===== src/rtl/ppot_pkg.sv =====
package ppot_pkg;

   localparam int MAX_COLS_DEF = 512;
   localparam int MAX_ROWS_DEF = 512;

   // Points whose |z| is below this many Q16.16 units are too near the camera plane.
   localparam logic signed [31:0] NEAR_LIMIT = 32'sd7;

   localparam logic [2:0] ST_VISIBLE  = 3'd0;
   localparam logic [2:0] ST_NEAR     = 3'd1;
   localparam logic [2:0] ST_OUTSIDE  = 3'd2;
   localparam logic [2:0] ST_OCCLUDED = 3'd3;
   localparam logic [2:0] ST_WRITTEN  = 3'd4;

   localparam logic [2:0] CSR_FOCAL_X     = 3'd0;
   localparam logic [2:0] CSR_FOCAL_Y     = 3'd1;
   localparam logic [2:0] CSR_CENTER_X    = 3'd2;
   localparam logic [2:0] CSR_CENTER_Y    = 3'd3;
   localparam logic [2:0] CSR_DEPTH_SCALE = 3'd4;
   localparam logic [2:0] CSR_IMAGE_COLS  = 3'd5;
   localparam logic [2:0] CSR_IMAGE_ROWS  = 3'd6;

   typedef struct packed {
      logic [31:0] focal_x;
      logic [31:0] focal_y;
      logic [31:0] center_x;
      logic [31:0] center_y;
      logic [31:0] depth_scale;
      logic [9:0]  image_cols;
      logic [9:0]  image_rows;
   } cfg_type;

   // Request fields carried alongside the ratio dividers.
   typedef struct packed {
      logic               proj;
      logic               near;
      logic               sgn_x;
      logic signed [31:0] z;
      logic [31:0]        radius;
      logic [8:0]         wcol;
      logic [8:0]         wrow;
      logic [15:0]        wdata;
   } front_tag_type;

   // Fields carried alongside the tolerance divider.
   typedef struct packed {
      logic [2:0]  status;
      logic        depth_nz;
      logic [49:0] diff;
      logic [9:0]  pcol;
      logic [9:0]  prow;
   } back_tag_type;

endpackage


===== src/rtl/ppot_csr.sv =====
module ppot_csr (
   input  logic              clock,
   input  logic              reset,
   input  logic              csr_valid,
   output logic              csr_ready,
   input  logic [2:0]        csr_index,
   input  logic [31:0]       csr_wdata,
   output ppot_pkg::cfg_type cfg
);
   import ppot_pkg::*;

   cfg_type cfg_ff;
   cfg_type cfg_in;

   always_comb begin
      cfg_in = cfg_ff;
      if (csr_valid) begin
         unique case (csr_index)
            CSR_FOCAL_X:     cfg_in.focal_x     = csr_wdata;
            CSR_FOCAL_Y:     cfg_in.focal_y     = csr_wdata;
            CSR_CENTER_X:    cfg_in.center_x    = csr_wdata;
            CSR_CENTER_Y:    cfg_in.center_y    = csr_wdata;
            CSR_DEPTH_SCALE: cfg_in.depth_scale = csr_wdata;
            CSR_IMAGE_COLS:  cfg_in.image_cols  = csr_wdata[9:0];
            CSR_IMAGE_ROWS:  cfg_in.image_rows  = csr_wdata[9:0];
            default:         cfg_in = cfg_ff;
         endcase
      end
   end

   always_ff @(posedge clock) begin
      if (reset) begin
         cfg_ff.focal_x     <= '0;
         cfg_ff.focal_y     <= '0;
         cfg_ff.center_x    <= '0;
         cfg_ff.center_y    <= '0;
         cfg_ff.depth_scale <= 32'd65536;
         cfg_ff.image_cols  <= 10'd512;
         cfg_ff.image_rows  <= 10'd512;
      end else begin
         cfg_ff <= cfg_in;
      end
   end

   assign csr_ready = 1'b1;
   assign cfg       = cfg_ff;

endmodule


===== config.mk =====
export PLATFORM = sky130hd
export DESIGN_NAME = ppot_csr
export DESIGN_NICKNAME = d
export VERILOG_FILES = /design/src/rtl/ppot_pkg.sv /design/src/rtl/ppot_csr.sv
export SDC_FILE = /design/constraint.sdc
export NUM_CORES = 1
export LEC_CHECK = 0
export BUFFER_PORTS_ARGS = -buffer_cell sky130_fd_sc_hd__buf_2
export CORE_MARGIN = 2
export CORE_UTILIZATION = 30
export DETAILED_ROUTE_END_ITERATION = 10
export HOLD_SLACK_MARGIN = 0.12
export PLACE_DENSITY = 0.61
export SYNTH_ARGS = -nofsm -noshare
export SYNTH_HDL_FRONTEND = slang
export SYNTH_SLANG_ARGS = --single-unit

===== constraint.sdc =====
create_clock -name clock -period 2.3 [get_ports clock]
set_input_delay 0.23 -clock clock [delete_from_list [all_inputs] [get_ports clock]]
set_output_delay 0.23 -clock clock [all_outputs]
set_load 0.01 [all_outputs]

==> impl_metrics.tcl <==
set metrics [dict create \
    grt_pass1_wl_um 27900 \
    synth_top_family_by_area "multiplexers" \
    core-area_um2 23300 \
    drt_pass1_iterations 4 \
    clock_latency_ns 0.41 \
    fin_nets 881 \
    cts_resized 0 \
    antenna_found_initial 1 \
    cp-start-kind "input port" \
    p_leak_nw 4.86 \
    port_buffers 217 \
    fin_skew_ns 0 \
    crit_fanout 14 \
    viasPerCell 4.32 \
    start_util_pct 30.3 \
    drt_iter0_drc 229 \
    die-width_um 158 \
    outcome "finished clean" \
    hold_buffers 2 \
    min_period_ns 1.28 \
    timing.final.crit_share_pct 55.7 \
    cts_tree "done" \
    end_kind "flop" \
    register_area_um2 3600 \
    syn_area_um2 7070 \
    grt_pass1_vias 4983 \
    post-cts-setup-buffers 0 \
    power_density_nw_per_um2 751 \
    peakVddDrop_mv 0.486 \
    multi_input_area_um2 3280 \
    arrival_ns 1.55 \
    yosys.area_share.simple_pct 20.0 \
    final_core_util_pct 39.6 \
    slew_headroom_pct 45.8 \
    cts.sink_count 180 \
    drive_gt1_share_pct 31.9 \
    worstPathRequired_ns 2.57 \
    htree_levels 4 \
    drc 0 \
    maxSlewViolCount 0 \
    chipHeight_um 158 \
    rsz0062_at_grt "no" \
    pin_count 219 \
    syn2layout_area_growth_pct 30.6 \
    clkTransAtPathRegs_ns 0.06 \
    synthMuxAreaShare_pct 25.5 \
    track_usage_pct 14.6 \
    fillers 2338 \
    drv_cap 0 \
    ys_ff_latch 180 \
    grt_overflow 0 \
    setup_violations 0 \
    hp-class "in2reg" \
    crit_type "in2reg" \
    fmax_ghz 0.780 \
    tns_ns 0 \
    synth_compound_area_share_pct 0 \
    place_hpwl_um 12600 \
    root_buffer "clkbuf_16" \
    syn_area_per_cell_um2 11.2 \
    syn_nets 671 \
    post_drt_wl_per_cell_um 15.5 \
    die-area_um2 24800 \
    yosysSeqAreaShare_pct 51.0 \
    routed_wl_um 18200 \
    cts_buffer_depth 2 \
    numCtsBuffers 17 \
    ant_nets 0 \
    largest_reg_flops 180 \
    synth.distinct_cells 15 \
    vias 5072 \
    ys_warn_count 0 \
    hold_viol_final 0 \
    rows 56 \
    grt_max_degree 55 \
    routabilityCongestion 0.765 \
    synthAdderAreaFrac_pct 0 \
    rrSetupSlack_ns 1.68 \
    synth_xor_area_share_pct 0 \
    worst_pin_slew_ns 0.814 \
    synthCells 633 \
]
==> metrics by stage <==
stage	area, um2	power [mW]	cells	hold slack (ns)	setup WS [ns]
global route	9230	7.20	1174	0.182	0.972
global placement	8570	3.77	1141	0.454	0.602
CTS	9230	7.03	1174	0.156	1.03
floorplan	7070	3.58	633	0.391	0.910
finish	9230	6.93	1175	0.177	1.02
detailed placement	8570	3.78	1141	0.459	0.575
==> cell families after synthesis <==
family	Yosys count
flops	180
other cells	1
simple gates	223
mux	180
buf+inv	49
==> layout by cell type (no fill, tap or decap), types with 3 or more instances in the layout <==
cell type and instances:
nand4b_1 3, mux2i_1 180, nand2b_1 209, bufinv_16 5, buf_12 3, buf_4 19
buf_2 216, clkbuf_16 17, nor2_1 5, inv_6 5, dfxtp_1 180
==> cell usage after synthesis <==
| cell | n | area share [%] |
|---|---|---|
| or4b_1 | 1 | 0.14 |
| buf_12 | 1 | 0.28 |
| conb_1 | 1 | 0.053 |
| nor2_1 | 5 | 0.27 |
| nand4b_1 | 3 | 0.37 |
| nor4b_1 | 1 | 0.12 |
| nand4bb_1 | 3 | 0.48 |
| mux2i_1 | 180 | 25 |
| buf_2 | 17 | 1.2 |
| buf_4 | 3 | 0.32 |
| nand2b_1 | 209 | 18 |
| dfxtp_1 | 180 | 51 |
| clkbuf_1 | 26 | 1.4 |
| buf_6 | 2 | 0.32 |
| nor4bb_1 | 1 | 0.14 |
==> path summary, 6_finish.rpt <==
path / startpoint / to / depth (start not counted)
worst max-delay path: csr_index[1] / cfg[178] / 3
worst min-delay path: csr_wdata[14] / cfg[130] / 3
worst max register to register: cfg[178] / cfg[178] / 2
worst min register to register: cfg[153] / cfg[153] / 2
==> worst max-delay path, cell delays in order <==
cell	delay, ns
buf_2	0.17
or4b_1	0.91
mux2i_1	0.23
==> cell type report <==
| type | count | share of cell area [%] |
|---|---|---|
| antenna | 1 | 0.0271 |
| clock buffer | 18 | 4.65 |
| clock inverter | 13 | 2.34 |
| multi-input combinational | 404 | 35.5 |
| sequential | 180 | 39.0 |
| tap | 319 | 4.32 |
| timing repair buffer | 240 | 14.1 |
==> where the power goes <==
part | total (mW) | internal, mW | switching (mW)
registers | 3.22 | 3.18 | 0.0340
clock network | 3.24 | 1.95 | 1.29
logic | 0.479 | 0.224 | 0.256
==> layer usage <==
metal  GRT usage [%]  vias up  wire [um]
li1                -     2507          -
met4            4.42        0        218
met1            18.7     2412       8510
met2            22.8      140       8100
met5               0        -          0
met3            5.42       13       1410
(Power assumes the default switching activity.)
